<file path="config.mk">
export PLATFORM = sky130hd
export DESIGN_NAME = sip_cmd_queue
export DESIGN_NICKNAME = d
export VERILOG_FILES = /design/src/rtl/sip_pkg.sv /design/src/rtl/sip_cmd_queue.sv
export SDC_FILE = /design/constraint.sdc
export NUM_CORES = 1
export LEC_CHECK = 0
export BUFFER_PORTS_ARGS = -buffer_cell sky130_fd_sc_hd__buf_2
export CELL_PAD_IN_SITES_DETAIL_PLACEMENT = 0
export CELL_PAD_IN_SITES_GLOBAL_PLACEMENT = 1
export CORE_ASPECT_RATIO = 0.9
export CORE_MARGIN = 10
export CORE_UTILIZATION = 35
export CTS_CLUSTER_DIAMETER = 40
export DETAILED_ROUTE_END_ITERATION = 8
export PLACE_DENSITY_LB_ADDON = 0.1
export SETUP_SLACK_MARGIN = 0.3
export SLEW_MARGIN = 20
export SYNTH_ARGS = -nofsm -noshare
export SYNTH_HDL_FRONTEND = slang
export SYNTH_SLANG_ARGS = --single-unit
</file>
<file path="constraint.sdc">
create_clock -name clk -period 2.8 [get_ports clk]
set_input_delay 0.7 -clock clk [delete_from_list [all_inputs] [get_ports clk]]
set_output_delay 0.7 -clock clk [all_outputs]
set_load 0.05 [all_outputs]
</file>
<file path="src/rtl/sip_pkg.sv">
`default_nettype none
// ----------------------------------------------------------------------------
// sip_pkg
// Shared types, codes and default sizes of the string intern pool.
// ----------------------------------------------------------------------------
package sip_pkg;

    localparam int POOL_BYTES_DEF = 4096;
    localparam int MAX_STRING_DEF = 255;

    localparam int OP_W    = 2;
    localparam int BYTE_W  = 8;
    localparam int OFF_W   = 12;
    localparam int KIND_W  = 2;
    localparam int ELEN_W  = 8;
    localparam int CLEN_W  = 16;

    typedef enum logic [OP_W-1:0] {
        OP_BYTE  = 2'd0,
        OP_EMPTY = 2'd1,
        OP_QUERY = 2'd2,
        OP_NONE  = 2'd3
    } op_t;

    typedef enum logic [KIND_W-1:0] {
        KIND_INTERNED = 2'd0,
        KIND_LENGTH   = 2'd1,
        KIND_FULL     = 2'd2,
        KIND_TOO_LONG = 2'd3
    } kind_t;

    typedef enum logic [1:0] {
        CMD_INTERN   = 2'd0,
        CMD_QUERY    = 2'd1,
        CMD_TOO_LONG = 2'd2
    } cmd_code_t;

    typedef struct packed {
        cmd_code_t          code;
        logic [CLEN_W-1:0]  len;
        logic [OFF_W-1:0]   qoff;
    } cmd_t;

endpackage
`default_nettype wire

</file>
<file path="src/rtl/sip_cmd_queue.sv">
`default_nettype none
// ----------------------------------------------------------------------------
// sip_cmd_queue
// Two-entry command queue between the front and back ends.
// ----------------------------------------------------------------------------
module sip_cmd_queue (
    input  logic          clk,
    input  logic          rst_n,
    input  logic          push,
    input  sip_pkg::cmd_t push_cmd,
    output logic          full,
    output logic          q_valid,
    output sip_pkg::cmd_t q_cmd,
    input  logic          pop
);
    import sip_pkg::*;

    cmd_t       ent_reg [2];
    logic       wr_reg, wr_next;
    logic       rd_reg, rd_next;
    logic [1:0] cnt_reg, cnt_next;

    assign full    = cnt_reg == 2'd2;
    assign q_valid = cnt_reg != 2'd0;
    assign q_cmd   = ent_reg[rd_reg];

    always_comb
    begin
        wr_next  = push ? !wr_reg : wr_reg;
        rd_next  = pop ? !rd_reg : rd_reg;
        cnt_next = cnt_reg + {1'b0, push} - {1'b0, pop};
    end

    always_ff @(posedge clk)
    begin
        if (push)
        begin
            ent_reg[wr_reg] <= push_cmd;
        end
    end

    always_ff @(posedge clk or negedge rst_n)
    begin
        if (!rst_n)
        begin
            wr_reg  <= 1'b0;
            rd_reg  <= 1'b0;
            cnt_reg <= '0;
        end
        else
        begin
            wr_reg  <= wr_next;
            rd_reg  <= rd_next;
            cnt_reg <= cnt_next;
        end
    end
endmodule
`default_nettype wire

</file>
==> flow_summary_export.csv, run 1 <==
group,metric,value,unit
floorplan,die_w,107,µm
sta,rsz0062_at_grt,"false",
clock_network,cts-root-buf,"clkbuf_8",
sta,hold_viol_final,0,
finish,largest_reg_flops,60,
sta,period_share,0.799,
setup_path,critical_path_class,"flip-flop to primary output",
drt,ant_nets,0,
floorplan,die_h,98.1,µm
setup_path,crit_required,2.10,ns
setup_path,arrival,1.54,ns
power_and_ir_drop,sw_frac_of_total,0.401,
clock_network,htreeDepth,3,
placement,hpwl,3310,µm
sta,fmax,0.447,GHz
power_and_ir_drop,p_clk_frac,0.201,
setup_path,cp-endpoint,"q_cmd[5]",
grt,grt_pass1_wl,7380,µm
grt,grt_overflow,0,
power_and_ir_drop,p_seq_frac,0.377,
power_and_ir_drop,p_switching,0.00142,W
drt,first_pass_iters,4,
synthesis,ys_top_cells_by_area,"edfxtp_1, mux2_2, dfrtp_1",
setup_path,endpoint_kind,"primary output",
floorplan,dieArea,10500,µm²
setup_path,reg2regPathDepth,2,
sta,maxSlewHeadroom,0.666,
clock_network,cts_max_path_buffers,2,
clock_network,cts_setup_buffers,0,
setup_path,cp-start-kind,"flip-flop",
synthesis,syn_area_per_cell,22.0,µm²
sta,worst_slew_pin_slew,0.500,ns
synthesis,syn_nets,144,
grt,grt_antenna_before_repair,0,
finish,fin_cells,281,
clock_network,ctsResizeCount,0,
power_and_ir_drop,p_int,0.00212,W
finish,drive_above_1_share,0.597,
floorplan,ios,66,
setup_path,r2r-start,"wr_reg$_DFFE_PN0P_",
synthesis,yosysWarnings,0,
setup_path,critPathLaunch,"rd_reg$_DFFE_PN0P_",
power_and_ir_drop,peakVddDrop,0.496,mV
sta,fin_setup_tns,0,ns
setup_path,cp_max_fo,20,
grt,grt_max_degree,21,
status,run_status,"finished, final reports clean",
power_and_ir_drop,leakagePower,1.17,nW
floorplan,start_util,0.360,
drt,routed_wl,4540,µm
sta,finalSetupViolCount,0,
sta,fin_crit,2.24,ns
synthesis,ys_types,11,
synthesis,synth_area,2370,µm²
setup_path,r2r_end,"ent_reg[0][20]$_DFFE_PP_",
power_and_ir_drop,comb_power_share,0.423,
finish,antenna_cells,0,
synthesis,synth_top_area_share,0.759,
drt,drt_iter0_markers,21,
clock_network,ctsHoldBuffers,0,
drt,avgViaCountPerCell,4.34,
finish,nets,222,
synthesis,yosysSeqAreaShare,0.802,
finish,final_cell_mix,"buf_2, edfxtp_1, mux2_2, clkbuf_8",
finish,synthToLayoutAreaGrowth,27.0,%
drt,wl_per_cell,16.1,µm
synthesis,yosys.area.top_type,"edfxtp_1",
sta,slew_viol_final,0,
synthesis,synth_cells,108,
clock_network,path_clk_slew,0.06,ns
finish,layout_commonest_cell,"buf_2",
clock_network,cts_sinks,64,
placement,place_congestion,0.641,
grt,track_usage,0.0926,
drt,dr_total_vias,1219,
min_path,hold_path_class,"primary input to async pin",
power_and_ir_drop,cellPowerDensity,1170,nW/µm²
run,cap_violations,0,
setup_path,r2r_slack,1.40,ns
sta,clock_skew,0.00528,ns
finish,fillCellCount,625,
placement,port_buffers,65,
clock_network,clk_latency,0.32,ns
clock_network,cts_tree,"done",
clock_network,cts_made_buffers,9,
synthesis,synth-seq-cells,64,
floorplan,core_area,6590,µm²
placement,dp.cells,265,
floorplan,rows,28,
grt,grt_pass1_vias,1414,
drt,drc,0,
## critical path, stage by stage, from the launching register on
cell     delay [ns]
dfrtp_1        0.34
buf_4          0.28
mux2_2         0.38
buf_2          0.21
## power by group through the flow
| stage | Clock [W] | Combinational [W] | Sequential, W |
|---|---|---|---|
| after floorplan | 0 | 0.00119 | 0.00135 |
| after global routing | 0.000786 | 0.00159 | 0.00135 |
| after global placement | 0 | 0.00151 | 0.00134 |
| final | 0.000710 | 0.00149 | 0.00133 |
| after detailed placement | 0 | 0.00153 | 0.00136 |
| after CTS | 0.000743 | 0.00153 | 0.00134 |
## Yosys cell counts
cell       n
and2_1     1
buf_6      3
dfrtp_1    4
edfxtp_1  60
ha_1       2
inv_1      2
mux2_2    30
nor2b_1    2
or2_2      1
xor2_1     2
xor3_1     1
## cell type report
class,count,area (µm²),share of cell area
clock buffers,11,131,0.0436
multi-input cells,39,437,0.145
inverters,2,7.51,0.00249
flip-flops and latches,64,1900,0.631
well taps,90,113,0.0374
clock inverters,5,47.5,0.0158
repair buffers,70,375,0.125
## worst min-delay path by stage
| stage | end | start | cells after the start |
|---|---|---|---|
| 5_1_grt | wr_reg$_DFFE_PN0P_ | rst_n | 1 |
| 4_1_cts | wr_reg$_DFFE_PN0P_ | rst_n | 1 |
| 3_5_place_dp | cnt_reg[0]$_DFF_PN0_ | rst_n | 1 |
| 6_report | wr_reg$_DFFE_PN0P_ | rst_n | 1 |
| 3_3_place_gp | cnt_reg[1]$_DFF_PN0_ | rst_n | 1 |
| 2_1_floorplan | cnt_reg[0]$_DFF_PN0_ | rst_n | 0 |
## through the flow
step                hold WS [ns]  power [W]  cell area (µm²)  utilization  setup slack [ns]
global placement           0.513    0.00285             2830        0.430             0.892
CTS                        0.158    0.00361             3010        0.457             0.516
floorplan                  0.404    0.00254             2370            -             0.317
global route               0.154    0.00373             3010        0.457             0.477
finish                     0.175    0.00354             3010        0.457             0.563
detailed placement         0.516    0.00288             2830        0.430             0.879
## cell families after synthesis
family,share of synthesized area
muxes,0.142
DFF,0.802
xor gates and xnor gates,0.0174
adders and majority gates,0.0105
buffers and inverters,0.0174
and+or+nand+nor,0.0106
## metal layers
metal | part of all wire | track usage
met1 | 0.40 | 0.102
met4 | 0.011 | 0.0531
met2 | 0.52 | 0.147
met5 | 0 | 0
met3 | 0.073 | 0.0394
Note: power is estimated with default switching activity, not from simulation.
==> run 2, diff against run 1 <==
ABC_AREA = 1   (was not set)
clock period = 2.09 ns   (was 2.8 ns; I/O delays follow)
==> flow_summary_export.csv, run 2 <==
group,metric,value,unit
synthesis,yosysSeqAreaShare,0.744,
clock_network,cts-root-buf,"clkbuf_8",
power_and_ir_drop,cellPowerDensity,1670,nW/µm²
drt,drc,0,
synthesis,synth_edf_count,60,
sta,slew_viol_final,0,
power_and_ir_drop,leakagePower,1.47,nW
min_path,min_from,"push_cmd[12]",
sta,clock_skew,0.00588,ns
finish,antenna_cells,0,
synthesis,synth_cells,182,
clock_network,path_clk_slew,0.07,ns
clock_network,cts_made_buffers,9,
placement,hpwl,3200,µm
sta,worst_slew_pin_slew,0.273,ns
sta,fin_hold_ws,0.375,ns
clock_network,clk_latency,0.33,ns
setup_path,r2r_end,"ent_reg[0][20]$_DFFE_PP_",
drt,dr_total_vias,1481,
synthesis,ys_types,12,
drt,avgViaCountPerCell,4.15,
placement,place_congestion,0.689,
min_path,min_to,"ent_reg[0][12]$_DFFE_PP_",
clock_network,htreeDepth,3,
floorplan,die_w,110,µm
floorplan,start_util,0.361,
power_and_ir_drop,peakVddDrop,0.861,mV
setup_path,r2r-start,"wr_reg$_DFFE_PN0P_",
run,cap_violations,0,
synthesis,yosys_most_used_dff,"edfxtp_1",
floorplan,ios,66,
clock_network,cts_sinks,64,
finish,layout_commonest_cell,"edfxtp_1",
synthesis,syn_area_per_cell,14.1,µm²
finish,synthToLayoutAreaGrowth,33.8,%
synthesis,ys_top_cells_by_area,"edfxtp_1, o21ai_2, inv_1",
sta,fin_setup_tns,0,ns
synthesis,synth_area,2560,µm²
setup_path,crit_required,1.57,ns
synthesis,syn_nets,218,
sta,period_share,0.896,
floorplan,dieArea,11100,µm²
setup_path,cpPeakStageDelay,0.48,ns
status,run_status,"finished, final reports clean",
clock_network,cts_tree,"done",
synthesis,yosysWarnings,0,
drt,routed_wl,4810,µm
drt,ant_nets,0,
setup_path,cp_max_fo,10,
placement,placed_area,3000,µm²
setup_path,r2r_slack,0.94,ns
setup_path,endpoint_kind,"primary output",
setup_path,critical_path_class,"flip-flop to primary output",
finish,nets,296,
grt,grt_overflow,0,
finish,fin_area,3420,µm²
setup_path,crit_chain,"clkbuf_16 -> o21ai_1 -> buf_6",
finish,drive_above_1_share,0.439,
finish,largest_reg_flops,60,
setup_path,cp-start-kind,"flip-flop",
drt,drt_iter0_markers,26,
drt,wl_per_cell,13.5,µm
setup_path,crit_slowest_cell,"dfrtp_2",
floorplan,core_area,7080,µm²
sta,hold_viol_final,0,
sta,rsz0062_at_grt,"true",
setup_path,reg2regPathDepth,2,
floorplan,rows,29,
power_and_ir_drop,finalPower,0.00571,W
grt,track_usage,0.0863,
synthesis,ys_top_cells_by_count,"edfxtp_1, inv_1, nand2_1",
grt,grt_pass1_wl,7220,µm
clock_network,cts_max_path_buffers,2,
drt,first_pass_iters,3,
grt,grt_antenna_before_repair,0,
min_path,hold_path_class,"primary input to flip-flop",
synthesis,async_flop_share,0.0625,
sta,finalSetupViolCount,0,
synthesis,synth_top_area_share,0.705,
floorplan,die_h,101,µm
setup_path,arrival,1.35,ns
sta,fmax,0.534,GHz
synthesis,yosys.area.top_type,"edfxtp_1",
finish,final_cell_mix,"edfxtp_1, inv_1, nand2_1, buf_2, buf_6",
grt,grt_pass1_vias,1511,
placement,port_buffers,65,
synthesis,yosysMostFrequentCell,"edfxtp_1",
sta,fin_crit,1.87,ns
sta,maxSlewHeadroom,0.818,
clock_network,cts_setup_buffers,0,
grt,grt_max_degree,39,
synthesis,synth-seq-cells,64,
min_path,holdPathStages,1,
## run 2: final cells by class
class                      instances  area [µm²]
clock buffer                      10         128
clock inverter                     5        48.8
fill                             633        3650
inverter                          37         139
multi-input combinational         74         457
sequential                        64        1900
tap                               93         116
timing repair buffer              74         629
## run 2: cells by family (layout without fill, tap and decap cells)
family          Yosys count  in the layout  synth area share
flops                    64             64             0.744
buf+inv                  44            126            0.0866
simple gates             40             40            0.0592
compound gates           30             30            0.0939
fa+ha+maj                 2              2           0.00978
xor+xnor                  2              2           0.00685
## run 2: power breakdown
part / total, W / leakage [nW] / switching, W / internal, W
registers: 0.00180 / 0.609 / 0.0000943 / 0.00171
clock network: 0.000951 / 0.0933 / 0.000418 / 0.000533
logic: 0.00296 / 0.771 / 0.00196 / 0.00100
## run 2: what timing repair did
| action | CTS | global route |
|---|---|---|
| resized for setup | 42 | 22 |
| hold endpoints to repair | 4 | 0 |
| hold buffers | 1 | 0 |
| endpoints found under the setup margin | 30 | 30 |
| gates cloned | 0 | 2 |
## run 2: worst max-delay path by stage
stage | startpoint | slack [ns] | cells after the start | endpoint
after floorplan | rd_reg$_DFFE_PN0P_ | 0.22 | 3 | q_cmd[19]
after global placement | rd_reg$_DFFE_PN0P_ | 0.50 | 3 | q_cmd[28]
after detailed placement | rd_reg$_DFFE_PN0P_ | 0.50 | 4 | q_cmd[23]
after CTS | rd_reg$_DFFE_PN0P_ | 0.19 | 4 | q_cmd[11]
after global routing | rd_reg$_DFFE_PN0P_ | 0.14 | 4 | q_cmd[29]
final | rd_reg$_DFFE_PN0P_ | 0.22 | 3 | q_cmd[27]
## run 2: stage by stage
step | setup slack, ns | instances | util
after floorplan | 0.224 | 182 | -
final | 0.218 | 357 | 0.483
after global placement | 0.505 | 339 | 0.423
after CTS | 0.188 | 355 | 0.467
after detailed placement | 0.500 | 339 | 0.423
after global routing | 0.145 | 357 | 0.483
## run 2: critical path: cells and delay by family, from the launching register on
kind	cells	cell delay [ns]
AO/OA/AOI/OAI	1	0.16
buffers and inverters	2	0.38
flip-flops	1	0.48
## run 2: layer usage
layer | global-route usage | vias up | wire length [µm]
met5 | 0 | - | 0
met4 | 0.0355 | 0 | 57
met3 | 0.0486 | 6 | 412
met2 | 0.150 | 45 | 2460
met1 | 0.0821 | 671 | 1880
li1 | - | 759 | -
==> run 3, diff against run 2 <==
MAX_ROUTING_LAYER = met4   (was not set)
==> flow_summary_export.csv, run 3 (synthesis results as in run 2) <==
group,metric,value,unit
placement,port_buffers,65,
placement,placed_area,3000,µm²
placement,hpwl,3200,µm
sta,worst_slew_pin_slew,0.270,ns
grt,grt_overflow,0,
finish,fin_area,3430,µm²
drt,avgViaCountPerCell,4.14,
grt,grt_max_degree,39,
finish,largest_reg_flops,60,
finish,final_cell_mix,"edfxtp_1, inv_1, nand2_1, buf_2, buf_6",
floorplan,die_h,101,µm
finish,fin_cells,357,
floorplan,start_util,0.361,
setup_path,cp_top_family,"flip-flops",
finish,layout_commonest_cell,"edfxtp_1",
finish,nets,296,
clock_network,cts-root-buf,"clkbuf_8",
finish,antenna_cells,0,
clock_network,cts_made_buffers,9,
finish,synthToLayoutAreaGrowth,34.2,%
clock_network,htreeDepth,3,
min_path,hold_path_class,"primary input to flip-flop",
grt,grt_pass1_wl,7220,µm
setup_path,critical_path_class,"flip-flop to primary output",
floorplan,die_w,110,µm
setup_path,endpoint_kind,"primary output",
sta,maxSlewHeadroom,0.820,
setup_path,crit_slowest_cell,"dfrtp_2",
setup_path,path_buf_inv,2,
setup_path,cp_max_fo,10,
sta,fin_setup_tns,0,ns
clock_network,cts_sinks,64,
floorplan,dieArea,11100,µm²
sta,hold_viol_final,0,
run,cap_violations,0,
finish,drive_above_1_share,0.443,
grt,grt_pass1_vias,1512,
clock_network,path_clk_slew,0.07,ns
drt,drc,0,
clock_network,cts_max_path_buffers,2,
drt,wl_per_cell,13.6,µm
sta,slew_viol_final,0,
clock_network,clk_latency,0.33,ns
sta,period_share,0.895,
finish,final_util,0.485,
placement,dp.cells,339,
drt,drt_iter0_markers,23,
sta,rsz0062_at_grt,"true",
clock_network,cts_setup_buffers,0,
setup_path,crit_chain,"clkbuf_16 -> o21ai_1 -> buf_6",
finish,fillCellCount,632,
drt,routed_wl,4850,µm
sta,clock_skew,0.00497,ns
grt,track_usage,0.0888,
drt,dr_total_vias,1477,
power_and_ir_drop,leakagePower,1.48,nW
floorplan,core_area,7080,µm²
setup_path,arrival,1.35,ns
sta,fmax,0.535,GHz
drt,ant_nets,0,
drt,first_pass_iters,3,
status,run_status,"finished, final reports clean",
floorplan,ios,66,
setup_path,crit_required,1.57,ns
grt,grt_antenna_before_repair,0,
power_and_ir_drop,peakVddDrop,0.861,mV
sta,finalSetupViolCount,0,
power_and_ir_drop,cellPowerDensity,1670,nW/µm²
power_and_ir_drop,finalPower,0.00574,W
setup_path,cpPeakStageDelay,0.48,ns
placement,place_congestion,0.697,
setup_path,cp-start-kind,"flip-flop",
clock_network,cts_tree,"done",
floorplan,rows,29,
sta,fin_crit,1.87,ns
==> run 3: area by class of cell <==
class | count | area (µm²) | share of cell area
clock buffers | 10 | 128 | 0.0372
clock inverters | 5 | 48.8 | 0.0142
inverters | 37 | 139 | 0.0405
multi-input cells | 74 | 468 | 0.136
flip-flops and latches | 64 | 1900 | 0.555
well taps | 93 | 116 | 0.0339
repair buffers | 74 | 629 | 0.183
==> run 3: final timing paths <==
check | cells after the start | end | slack (ns) | startpoint
min | 1 | ent_reg[0][12]$_DFFE_PP_ | 0.38 | push_cmd[12]
min in group asynchronous | 2 | cnt_reg[0]$_DFF_PN0_ | 0.53 | rst_n
max reg2reg | 3 | ent_reg[1][23]$_DFFE_PP_ | 0.94 | wr_reg$_DFFE_PN0P_
max in group asynchronous | 2 | rd_reg$_DFFE_PN0P_ | 1.41 | rst_n
max | 3 | q_cmd[22] | 0.22 | rd_reg$_DFFE_PN0P_
min reg2reg | 1 | wr_reg$_DFFE_PN0P_ | 0.54 | wr_reg$_DFFE_PN0P_
==> run 3: stage by stage <==
| step | setup slack, ns | hold WS (ns) |
|---|---|---|
| after global placement | 0.505 | 0.346 |
| after floorplan | 0.224 | 0.227 |
| after CTS | 0.188 | 0.355 |
| final | 0.220 | 0.377 |
| after global routing | 0.145 | 0.356 |
| after detailed placement | 0.500 | 0.346 |
==> run 3: per-layer routing <==
metal / routed length [µm] / GRT usage
met3: 361 / 0.0435
met1: 1950 / 0.0852
met4: 57 / 0.0355
met5: 0 / -
met2: 2470 / 0.150
==> run 3: report_power, final <==
part	total [W]	switching [W]	internal, W
Sequential	0.00180	0.0000946	0.00171
Combinational	0.00298	0.00197	0.00101
Clock	0.000951	0.000418	0.000533
Total	0.00574	0.00248	0.00325
==> run 3: timing repair <==
action / 4_1_cts / 5_1_grt
gates resized for setup: 42 / 24
hold buffers: 1 / 0
hold endpoints to repair: 4 / 0
cloned: 0 / 2
endpoints found under the setup margin: 30 / 30
pin swaps: 0 / 0
