`config.mk`:
```
export PLATFORM = sky130hd
export DESIGN_NAME = sip_front_flat
export DESIGN_NICKNAME = d
export VERILOG_FILES = /design/src/rtl/sip_pkg.sv /design/src/rtl/sip_if.sv /design/src/rtl/sip_front.sv /design/src/flat_wrapper.sv
export SDC_FILE = /design/constraint.sdc
export NUM_CORES = 1
export LEC_CHECK = 0
export ABC_AREA = 1
export BUFFER_PORTS_ARGS = -buffer_cell sky130_fd_sc_hd__buf_2
export CORE_ASPECT_RATIO = 0.8
export CORE_UTILIZATION = 40
export CTS_CLUSTER_SIZE = 10
export DETAILED_ROUTE_END_ITERATION = 10
export PLACE_DENSITY = 0.85
export SYNTH_ARGS = -nofsm -noshare
export SYNTH_HDL_FRONTEND = slang
export SYNTH_SLANG_ARGS = --single-unit
```
`constraint.sdc`:
```
create_clock -name clk -period 1.8 [get_ports clk]
set_clock_uncertainty 0.05 [all_clocks]
set_input_delay 0 -clock clk [delete_from_list [all_inputs] [get_ports clk]]
set_output_delay 0 -clock clk [all_outputs]
set_load 0.05 [all_outputs]
```
`src/rtl/sip_pkg.sv`:
```
`default_nettype none
// ----------------------------------------------------------------------------
// sip_pkg
// Shared types, codes and default sizes of the string intern pool.
// ----------------------------------------------------------------------------
package sip_pkg;

    localparam int POOL_BYTES_DEF = 4096;
    localparam int MAX_STRING_DEF = 255;

    localparam int OP_W    = 2;
    localparam int BYTE_W  = 8;
    localparam int OFF_W   = 12;
    localparam int KIND_W  = 2;
    localparam int ELEN_W  = 8;
    localparam int CLEN_W  = 16;

    typedef enum logic [OP_W-1:0] {
        OP_BYTE  = 2'd0,
        OP_EMPTY = 2'd1,
        OP_QUERY = 2'd2,
        OP_NONE  = 2'd3
    } op_t;

    typedef enum logic [KIND_W-1:0] {
        KIND_INTERNED = 2'd0,
        KIND_LENGTH   = 2'd1,
        KIND_FULL     = 2'd2,
        KIND_TOO_LONG = 2'd3
    } kind_t;

    typedef enum logic [1:0] {
        CMD_INTERN   = 2'd0,
        CMD_QUERY    = 2'd1,
        CMD_TOO_LONG = 2'd2
    } cmd_code_t;

    typedef struct packed {
        cmd_code_t          code;
        logic [CLEN_W-1:0]  len;
        logic [OFF_W-1:0]   qoff;
    } cmd_t;

endpackage
`default_nettype wire

```
`src/rtl/sip_if.sv`:
```
`default_nettype none
// ----------------------------------------------------------------------------
// sip_req_if / sip_rsp_if
// Valid/ready channels carrying request and result items.
// ----------------------------------------------------------------------------
interface sip_req_if;
    import sip_pkg::*;
    logic              valid;
    logic              ready;
    logic [OP_W-1:0]   op;
    logic [BYTE_W-1:0] data_byte;
    logic              last;
    logic [OFF_W-1:0]  query_offset;

    modport source (output valid, output op, output data_byte, output last,
                    output query_offset, input ready);
    modport sink   (input valid, input op, input data_byte, input last,
                    input query_offset, output ready);
endinterface

`default_nettype wire

```
`src/rtl/sip_front.sv`:
```
`default_nettype none
// ----------------------------------------------------------------------------
// sip_front
// Accepts request items, stages string bytes and issues commands.
// ----------------------------------------------------------------------------
module sip_front #(
    parameter int MAX_STRING = sip_pkg::MAX_STRING_DEF,
    localparam int LEN_W = $clog2(MAX_STRING + 1),
    localparam int SAW = (MAX_STRING > 1) ? $clog2(MAX_STRING) : 1
) (
    input  logic                 clk,
    input  logic                 rst_n,
    sip_req_if.sink              req,
    output logic                 push,
    output sip_pkg::cmd_t        push_cmd,
    input  logic                 q_full,
    input  logic                 stage_release,
    output logic                 stage_we,
    output logic [SAW-1:0]       stage_waddr,
    output logic [7:0]           stage_wdata
);
    import sip_pkg::*;

    logic [LEN_W-1:0] cnt_reg, cnt_next;
    logic             long_reg, long_next;
    logic             busy_reg, busy_next;
    logic             acc;
    logic             room;

    // staging is held while the back end still reads it
    assign req.ready   = !busy_reg && !q_full;
    assign acc         = req.valid && req.ready;
    assign room        = cnt_reg < LEN_W'(MAX_STRING);
    assign stage_waddr = SAW'(cnt_reg);
    assign stage_wdata = req.data_byte;

    always_comb
    begin
        cnt_next      = cnt_reg;
        long_next     = long_reg;
        busy_next     = busy_reg;
        stage_we      = 1'b0;
        push          = 1'b0;
        push_cmd.code = CMD_QUERY;
        push_cmd.len  = '0;
        push_cmd.qoff = req.query_offset;
        if (stage_release)
        begin
            busy_next = 1'b0;
        end
        if (acc)
        begin
            unique case (op_t'(req.op))
                OP_BYTE:
                begin
                    stage_we = room;
                    if (room)
                    begin
                        cnt_next = cnt_reg + LEN_W'(1);
                    end
                    else
                    begin
                        long_next = 1'b1;
                    end
                    if (req.last)
                    begin
                        push = 1'b1;
                        if (long_next)
                        begin
                            push_cmd.code = CMD_TOO_LONG;
                        end
                        else
                        begin
                            push_cmd.code = CMD_INTERN;
                            push_cmd.len  = CLEN_W'(cnt_next);
                            busy_next     = 1'b1;
                        end
                        cnt_next  = '0;
                        long_next = 1'b0;
                    end
                end
                OP_EMPTY:
                begin
                    push          = 1'b1;
                    push_cmd.code = CMD_INTERN;
                    cnt_next      = '0;
                    long_next     = 1'b0;
                end
                OP_QUERY:
                begin
                    push = 1'b1;
                end
                default:
                begin
                end
            endcase
        end
    end

    always_ff @(posedge clk or negedge rst_n)
    begin
        if (!rst_n)
        begin
            cnt_reg  <= '0;
            long_reg <= 1'b0;
            busy_reg <= 1'b0;
        end
        else
        begin
            cnt_reg  <= cnt_next;
            long_reg <= long_next;
            busy_reg <= busy_next;
        end
    end
endmodule
`default_nettype wire

```
`src/flat_wrapper.sv`:
```
// flat-port wrapper written by rule: the top's interface ports become plain ports
module sip_front_flat import sip_pkg::*;
#(
    parameter int MAX_STRING = sip_pkg::MAX_STRING_DEF,
    localparam int LEN_W = $clog2(MAX_STRING + 1),
    localparam int SAW = (MAX_STRING > 1) ? $clog2(MAX_STRING) : 1
)
  (clk, rst_n, push, push_cmd, q_full, stage_release, stage_we, stage_waddr, stage_wdata, req_valid, req_op, req_data_byte, req_last, req_query_offset, req_ready);
  sip_req_if req_i ();
  input  logic clk;
  input  logic rst_n;
  output logic push;
  output sip_pkg::cmd_t push_cmd;
  input  logic q_full;
  input  logic stage_release;
  output logic stage_we;
  output logic [SAW-1:0] stage_waddr;
  output logic [7:0] stage_wdata;
  input wire logic [$bits(req_i.valid)-1:0] req_valid;
  input wire logic [$bits(req_i.op)-1:0] req_op;
  input wire logic [$bits(req_i.data_byte)-1:0] req_data_byte;
  input wire logic [$bits(req_i.last)-1:0] req_last;
  input wire logic [$bits(req_i.query_offset)-1:0] req_query_offset;
  output wire logic [$bits(req_i.ready)-1:0] req_ready;
  assign req_i.valid = req_valid;
  assign req_i.op = req_op;
  assign req_i.data_byte = req_data_byte;
  assign req_i.last = req_last;
  assign req_i.query_offset = req_query_offset;
  assign req_ready = req_i.ready;
  sip_front #(.MAX_STRING(MAX_STRING)) u_core (.clk(clk), .rst_n(rst_n), .req(req_i), .push(push), .push_cmd(push_cmd), .q_full(q_full), .stage_release(stage_release), .stage_we(stage_we), .stage_waddr(stage_waddr), .stage_wdata(stage_wdata));
endmodule
```
==> results of run 1 <==
-- area by class of cell --
cell class | count | area, um^2 | share of cell area
Clock buffer | 4 | 26.3 | 0.0172
Inverter | 23 | 88.8 | 0.0581
Multi-Input combinational cell | 98 | 602 | 0.394
Sequential cell | 10 | 255 | 0.167
Tap cell | 36 | 45.0 | 0.0295
Timing Repair Buffer | 61 | 512 | 0.335
-- stage by stage --
stage	utilization	worst slack, ps
after detailed placement	0.428	133
after floorplan	-	-238
after global routing	0.626	-85.2
after CTS	0.584	0.551
after global placement	0.428	163
final	0.626	-42.6
-- worst register-to-register path: stages (launching register included) --
cell and delay (ps):
dfrtp_2 400, ha_4 170, nand2_4 70, inv_4 80, nand2_4 50, nor2_4 170
nor2_4 60, nand2_4 120, buf_8 150, buf_4 110, o21ai_2 40
-- power breakdown --
group / switching, mW / leakage, nW / internal (mW) / total (mW)
clock: 0.0848 / 0.0150 / 0.0860 / 0.171
sequential: 0.00947 / 0.132 / 0.233 / 0.242
combinational: 0.233 / 0.666 / 0.0795 / 0.312
-- layer usage --
layer  up-vias  share of wire
li1        511              -
met1       500           0.41
met2        52           0.51
met3        11          0.055
met4         0          0.022
met5         -              0
-- cell families after synthesis --
family                   share of synthesized area
adder cells (fa/ha/maj)                     0.0488
flip-flops                                   0.244
XOR/XNOR                                   0.00855
buffers and inverters                        0.289
AND/OR/NAND/NOR                              0.359
AO/OA/AOI/OAI                               0.0464
other                                      0.00366
-- cells in the final DEF (no fill, tap or decap) --
cell | synthesis | final
nand2_1 | 40 | 37
dlygate4sd3_1 | 0 | 22
buf_2 | 0 | 20
inv_1 | 20 | 16
buf_4 | 28 | 10
nor2_4 | 2 | 8
nor2_1 | 15 | 8
conb_1 | 1 | 8
nand2_2 | 5 | 6
inv_2 | 3 | 6
dfrtp_1 | 10 | 6
nand3_1 | 7 | 5
buf_6 | 0 | 5
nand2_4 | 2 | 4
buf_8 | 0 | 4
dfrtp_2 | 0 | 4
nor3_2 | 1 | 3
nor2_2 | 2 | 3
ha_1 | 4 | 3
clkbuf_4 | 0 | 3
a21oi_1 | 2 | 2
nand3_2 | 0 | 2
o21ai_0 | 2 | 2
inv_4 | 0 | 1
nand3_4 | 1 | 1
xor2_1 | 1 | 1
o21ai_2 | 1 | 1
o21a_1 | 1 | 1
o22ai_1 | 1 | 1
o21ai_1 | 1 | 1
ha_4 | 0 | 1
clkbuf_1 | 0 | 1
-- worst max path at each step --
stage / slack (ps) / startpoint / end
final: -40 / u_core.stage_waddr[1] / push_cmd[17]
after global routing: -90 / u_core.stage_waddr[0] / push_cmd[13]
after CTS: 0.6 / u_core.stage_waddr[0] / push_cmd[12]
after detailed placement: 130 / u_core.stage_waddr[0] / push_cmd[19]
after global placement: 160 / u_core.stage_waddr[0] / push_cmd[15]
after floorplan: -240 / u_core.stage_waddr[0] / push_cmd[15]
-- timing repair --
action / in CTS / in global routing
gates resized for setup: 29 / 20
pin swaps: 3 / 12
setup buffers: 5 / 6
endpoints found under the hold margin: 31 / 0
setup endpoints to repair: 8 / 7
hold buffers: 22 / 0
==> results.py, run 1 <==
metrics = {
    "yosys": {
        "yosys_register_bits": 10,
        "synth_area_leader_cell": "dfrtp_1",
        "netlist_area_um2": 1020,
        "synth_top_area_frac": 0.244,
        "avgSynthCellArea_um2": 6.74,
        "synth_edf_count": 0,
        "yosysMostFrequentCell": "nand2_1",
        "ys_async_sr_fraction": 1.00,
        "synth_flop_cell": "dfrtp_1",
        "synth.top_cells.by_count": "40 x nand2_1, 28 x buf_4, 20 x inv_1",
        "synth_cells": 152,
        "synthTopCellsByArea": "dfrtp_1 24%, buf_4 21%, nand2_1 15%, inv_1 7.3%, nor2_1 5.5%",
        "ys_warn_count": 0,
        "synth_cell_types": 23,
        "yosysSeqAreaShare": 0.244,
    },
    "placed_design": {
        "portBuffers": 28,
        "dpl.hpwl_um": 1560,
        "dpl.cell_count": 195,
        "placed_area_um2": 1050,
        "place.gp.congestion": 0.847,
    },
    "cells_and_area": {
        "largest_reg_flops": 8,
        "drive_gt1_frac": 0.418,
        "fin_nets": 229,
        "design_area_um2": 1530,
        "syn2layout_area_growth_pct": 49.2,
        "n_antenna_cell": 0,
        "final_cells": 232,
        "fillerInstances": 195,
    },
    "sta": {
        "worst_pin_slew_ps": 502,
        "min_period_ps": 1840,
        "hold_viol": 0,
        "fin_ws_ps": -42.6,
        "hold_slack_ps": 71.1,
        "tns_ps": -97.7,
        "grt_setup_unrepaired": "yes",
        "timing.slew.headroom": 0.664,
        "setup_viol": 3,
        "fin_crit_sh": 1.02,
        "slew_violations": 0,
        "max_freq_mhz": 543,
    },
    "detailed_routing": {
        "firstDrtPassIters": 4,
        "ant_nets": 0,
        "viasPerCell": 4.63,
        "wire_per_inst_um": 12.2,
        "drt_wl_total_um": 2830,
        "drtIter0Drc": 44,
        "drcViolationCount": 0,
        "vias": 1074,
    },
    "global_routing": {
        "grt.busiest_layer": "met2",
        "gr-usage-all-layers": 0.188,
        "gr-total-overflow": 0,
        "use_met2": 0.299,
        "antenna_found_initial": 0,
        "grt_pass1_wl_um": 3830,
        "grt_util_met1": 0.249,
        "grt_pass1_vias": 866,
        "use_met3": 0.0496,
        "grt_max_degree": 11,
    },
    "setup_path": {
        "cp_num_cells": 9,
        "critPathTopFamily": "simple AND/OR/NAND/NOR gates",
        "crit_required_ps": 1750,
        "cp-end-kind": "primary output",
        "worstRegToRegCells": 10,
        "crit_path_max_fanout": 5,
        "critPathLaunchType": "flop",
        "cp.buffers_inverters": 3,
        "r2r-end": "u_core.busy_reg",
        "crit_slowest_cell": "dfrtp_2",
        "path_class": "reg2out",
        "cpMostUsedCell": "nor2_4",
        "worstPathCellList": "ha_4, nand2_4, buf_6, nor2_4, nand3_4, nand3_2, inv_2, nor2_4, buf_8",
        "slowest_delay_ps": 400,
        "critical_path_arrival_ps": 1790,
        "r2r_start": "u_core.stage_waddr[1]",
        "rrSetupSlack_ps": 240,
    },
    "floorplanning": {
        "dieHeight_um": 47.3,
        "die_area_um2": 2770,
        "rows": 16,
        "die_x_um": 58.6,
        "ios": 77,
        "core_area_um2": 2440,
        "floorplan.initialDensity": 0.420,
    },
    "clocking": {
        "clock_sinks": 10,
        "path_clk_slew_ps": 70,
        "cts-htree-levels": 1,
        "cts_tree": "yes",
        "cts_buffers": 3,
        "cts_buffer_depth": 2,
        "root_buffer": "clkbuf_4",
        "clk_latency_ps": 270,
    },
    "power": {
        "peakVddDrop_v": 0.000235,
        "p_leak_nw": 0.813,
        "p_total_mw": 0.725,
        "powerDensity_nw_per_um2": 474,
    },
    "job": {
        "drv_cap": 0,
    },
    "run_status": {
        "outcome": "finished with violations",
        "violations": "setup timing",
    },
    "hold_path": {
        "min_path_type": "in2async",
    },
}
Note: power is estimated with default switching activity, not from simulation.
==> run 2: changes to the inputs <==
- CTS_BUF_LIST: unset -> sky130_fd_sc_hd__clkbuf_16
- SETUP_SLACK_MARGIN: unset -> 0.15
- SKIP_LAST_GASP: unset -> 1
==> run 2 against run 1 <==
Against the previous run:
- the flow now finishes without violations
- sequential share of layout area shrank 0.91 points
- global-route usage increased by 1.0 points
- hold slack better by 39 ps
- cell count grew 0.43%
- first-iteration DRC count shrank 39%
- critical path type unchanged
- critical endpoint is now push_cmd[13]
- largest power group is now clock
==> results.py, run 2 (synthesis gave the netlist of run 1 again) <==
metrics = {
    "power": {
        "powerDensity_nw_per_um2": 582,
        "seqPwrFrac": 0.258,
        "p_total_mw": 0.950,
        "p_comb_frac": 0.332,
        "switching_share": 0.364,
        "switchingPower_mw": 0.346,
        "clkPwrFrac": 0.410,
        "peakVddDrop_v": 0.000447,
        "p_leak_nw": 0.826,
        "p_int_mw": 0.604,
    },
    "global_routing": {
        "gr-total-overflow": 0,
        "grt_pass1_vias": 891,
        "grt_pass1_wl_um": 3940,
        "antenna_found_initial": 0,
        "gr-usage-all-layers": 0.198,
        "grt_max_degree": 11,
    },
    "clocking": {
        "cts_tree": "yes",
        "path_clk_slew_ps": 40,
        "clock_sinks": 10,
        "clk_latency_ps": 240,
        "root_buffer": "clkbuf_16",
        "cts_buffer_depth": 2,
        "cts_buffers": 3,
        "cts-htree-levels": 1,
    },
    "detailed_routing": {
        "wire_per_inst_um": 11.4,
        "drcViolationCount": 0,
        "drt_wl_total_um": 2670,
        "vias": 1075,
        "firstDrtPassIters": 4,
        "drtIter0Drc": 27,
        "viasPerCell": 4.61,
        "ant_nets": 0,
    },
    "cells_and_area": {
        "final_common_cell": "nand2_1",
        "final_cell_mix": "40 x nand2_1, 22 x dlygate4sd3_1, 19 x inv_1",
        "design_area_um2": 1630,
        "fin_nets": 231,
        "drive_gt1_frac": 0.396,
        "syn2layout_area_growth_pct": 59.3,
        "n_antenna_cell": 0,
        "largest_reg_flops": 8,
        "final_cells": 233,
    },
    "sta": {
        "min_period_ps": 1790,
        "setup_viol": 0,
        "fin_ws_ps": 6.69,
        "hold_slack_ps": 110,
        "max_freq_mhz": 558,
        "hold_viol": 0,
        "timing.slew.headroom": 0.658,
        "worst_pin_slew_ps": 511,
        "grt_setup_unrepaired": "yes",
        "slew_violations": 0,
        "fin_crit_sh": 0.996,
    },
    "placed_design": {
        "dpl.hpwl_um": 1660,
        "portBuffers": 28,
        "placed_area_um2": 1150,
        "pre_cts_slack_ps": 137,
        "dpl.cell_count": 195,
        "place.gp.congestion": 0.800,
    },
    "setup_path": {
        "critPathLaunchType": "flop",
        "crit_required_ps": 1750,
        "worstRegToRegCells": 10,
        "crit_path_max_fanout": 5,
        "path_class": "reg2out",
        "critical_path_arrival_ps": 1740,
        "cp-end-kind": "primary output",
    },
    "floorplanning": {
        "ios": 77,
        "die_area_um2": 2770,
        "dieHeight_um": 47.3,
        "die_x_um": 58.6,
        "floorplan.initialDensity": 0.420,
        "core_area_um2": 2440,
        "rows": 16,
    },
    "job": {
        "drv_cap": 0,
    },
    "run_status": {
        "outcome": "finished, final reports clean",
    },
    "hold_path": {
        "min_path_type": "in2async",
    },
}
-- run 2: routing by layer --
metal / GRT usage / part of all wire / wire (um) / vias to the layer above
met5: 0 / 0 / 0 / -
met4: 0.0571 / 0.0064 / 17 / 0
met3: 0.0689 / 0.064 / 170 / 2
met2: 0.322 / 0.50 / 1340 / 46
met1: 0.254 / 0.43 / 1140 / 507
li1: - / - / - / 520
-- run 2: layout make-up --
cell class | count | area [um^2]
Sequential cell | 10 | 258
Timing Repair Buffer | 62 | 532
Multi-Input combinational cell | 99 | 637
Inverter | 23 | 86.3
Fill cell | 196 | 810
Tap cell | 36 | 45.0
Clock buffer | 3 | 75.1
-- run 2: path summary, 6_finish.rpt --
kind,from,to,slack [ps]
setup / recovery,u_core.stage_waddr[0],push_cmd[13],7
hold / removal,rst_n,u_core.stage_waddr[3],110
setup reg to reg,u_core.stage_waddr[0],u_core.busy_reg,170
hold reg to reg,u_core.stage_waddr[6],u_core.stage_waddr[6],520
max in group asynchronous,rst_n,u_core.stage_waddr[0],1370
min in group clk,req_valid,u_core.stage_waddr[4],240
-- run 2: repair_timing --
action / CTS / global route
pin swaps: 3 / 3
hold endpoints to repair: 31 / 0
resized for setup: 16 / 12
setup endpoints to repair: 9 / 11
setup buffers: 10 / 2
gates cloned: 1 / 0
hold buffers: 22 / 0
-- run 2: per-stage QoR --
stage | setup TNS (ps) | util
after CTS | 0 | 0.649
after global routing | -267 | 0.669
after detailed placement | 0 | 0.472
after floorplan | 0 | -
final | 0 | 0.669
after global placement | 0 | 0.472
-- run 2: power groups by stage --
stage               clock network [mW]  registers (mW)  logic (mW)
floorplan                            0           0.275       0.241
global placement                     0           0.253       0.163
detailed placement                   0           0.253       0.167
CTS                              0.394           0.245       0.309
global route                     0.407           0.246       0.334
finish                           0.390           0.245       0.316
-- run 2: critical path, stage by stage (launching register included) --
cell and delay (ps):
dfrtp_4 480, ha_4 180, nand2_4 80, inv_2 40, nand2_2 70, nor2_4 50
nor2_4 190, nand2_8 120, nor2_4 130, buf_6 160
==> run 3: changes to the inputs <==
- PLACE_DENSITY: 0.85 -> unset
- PLACE_DENSITY_LB_ADDON: unset -> 0.05
==> run 3 against run 2 <==
Against the previous run:
- fmax rose by 1.4%
- hold slack improved by 4.2 ps
- clock power rose by 2%
- utilization fell by 1.0 points
- via count fell by 4.7%
- final area fell by 1.5%
- highest routed layer unchanged
- sequential share of layout area rose by 0.25 points
- sequential power barely moved
- wire length rose by 1.8%
- die area did not move
- combinational power fell by 2%
- non-clock buffer count fell by 4
==> results.py, run 3 (synthesis gave the netlist of run 1 again) <==
metrics = {
    "power": {
        "powerDensity_nw_per_um2": 593,
        "peakVddDrop_v": 0.000600,
        "p_leak_nw": 0.828,
    },
    "clocking": {
        "path_clk_slew_ps": 40,
        "cts_buffer_depth": 2,
        "clock_sinks": 10,
        "cts-htree-levels": 1,
        "cts_buffers": 3,
        "cts_tree": "yes",
        "clk_latency_ps": 240,
        "root_buffer": "clkbuf_16",
    },
    "floorplanning": {
        "die_area_um2": 2770,
        "floorplan.initialDensity": 0.420,
        "die_x_um": 58.6,
        "dieHeight_um": 47.3,
        "rows": 16,
        "ios": 77,
        "core_area_um2": 2440,
    },
    "cells_and_area": {
        "final_cell_mix": "40 x nand2_1, 22 x dlygate4sd3_1, 20 x inv_1",
        "n_antenna_cell": 0,
        "drive_gt1_frac": 0.381,
        "finalCoreUtilization": 0.658,
        "fin_nets": 227,
        "largest_reg_flops": 8,
        "syn2layout_area_growth_pct": 56.9,
        "final_common_cell": "nand2_1",
    },
    "placed_design": {
        "place.gp.congestion": 0.802,
        "pre_cts_slack_ps": 126,
        "dpl.hpwl_um": 1820,
        "portBuffers": 28,
    },
    "detailed_routing": {
        "vias": 1024,
        "firstDrtPassIters": 5,
        "wire_per_inst_um": 11.8,
        "drtIter0Drc": 27,
        "viasPerCell": 4.45,
        "drt_wl_total_um": 2720,
        "ant_nets": 0,
        "drcViolationCount": 0,
    },
    "global_routing": {
        "grt_pass1_wl_um": 3950,
        "antenna_found_initial": 0,
        "gr-usage-all-layers": 0.198,
        "grt_pass1_vias": 844,
        "grt_max_degree": 11,
        "gr-total-overflow": 0,
    },
    "setup_path": {
        "rrSetupSlack_ps": 270,
        "critPathLaunchType": "flop",
        "crit_path_max_fanout": 5,
        "crit_required_ps": 1750,
        "cp-end-kind": "primary output",
        "critical_path_arrival_ps": 1720,
        "path_class": "reg2out",
    },
    "hold_path": {
        "min_path_type": "in2async",
    },
    "sta": {
        "setup_viol": 0,
        "timing.slew.headroom": 0.655,
        "fin_crit_sh": 0.983,
        "max_freq_mhz": 565,
        "slew_violations": 0,
        "grt_setup_unrepaired": "yes",
        "hold_viol": 0,
        "fin_ws_ps": 31.0,
        "min_period_ps": 1770,
        "worst_pin_slew_ps": 517,
    },
    "run_status": {
        "outcome": "finished, final reports clean",
    },
    "job": {
        "drv_cap": 0,
    },
}
run 3: cell count changes in the layout (fill, tap and decap cells not counted), sizes merged:
cell and delta:
buf -4, inv +1
run 3: repair_timing:
item	4_1_cts	5_1_grt
hold buffers	22	0
pin swaps	3	1
gates resized for setup	19	8
gates cloned	1	0
setup buffers	6	2
hold endpoints to repair	31	0
endpoints found under the setup margin	9	10
run 3: layout make-up:
cell class	instances	area [um^2]
flip-flops and latches	10	258
multi-input cells	99	647
well taps	36	45.0
clock inverters	1	3.75
inverters	23	88.8
fillers	213	835
clock buffers	3	75.1
repair buffers	58	490
run 3: worst max-delay path, cell delays in order (launching register included):
cell and delay (ps):
dfrtp_4 480, ha_4 170, nand2_4 80, inv_4 40, nand2_4 50, nor2_4 50, nor2_4 190, nand2_8 120
nor2_4 130, buf_8 150
run 3: through the flow:
| stage | power, mW | std cells | instance area, um^2 | hold slack, ps | setup TNS (ps) |
|---|---|---|---|---|---|
| 6_report | 0.953 | 230 | 1610 | 114 | 0 |
| 5_1_grt | 0.994 | 230 | 1610 | 149 | -143 |
| 4_1_cts | 0.956 | 228 | 1570 | 128 | 0 |
| 3_5_place_dp | 0.420 | 195 | 1150 | -164 | 0 |
| 3_3_place_gp | 0.420 | 195 | 1150 | -161 | 0 |
| 2_1_floorplan | 0.517 | 159 | 1180 | -346 | 0 |
run 3: worst paths after layout:
check,to,startpoint,depth (start not counted)
max,push_cmd[13],u_core.stage_waddr[0],9
min,u_core.long_reg,rst_n,2
max reg2reg,u_core.busy_reg,u_core.stage_waddr[0],9
min reg2reg,u_core.stage_waddr[6],u_core.stage_waddr[6],2
max in group asynchronous,u_core.stage_waddr[0],rst_n,2
min in group clk,u_core.stage_waddr[4],req_valid,4
run 3: report_power, final:
group,switching [mW],internal (mW),leakage [nW]
registers,0.00933,0.235,0.132
logic,0.234,0.0774,0.654
clock network,0.105,0.291,0.0423
run 3: metal layers:
metal  global-route usage  up-vias  wire [um]
met4               0.0143        0          7
met5                    0        -          0
met1                0.255      455       1220
met3               0.0579        2        164
li1                     -      512          -
met2                0.352       55       1330
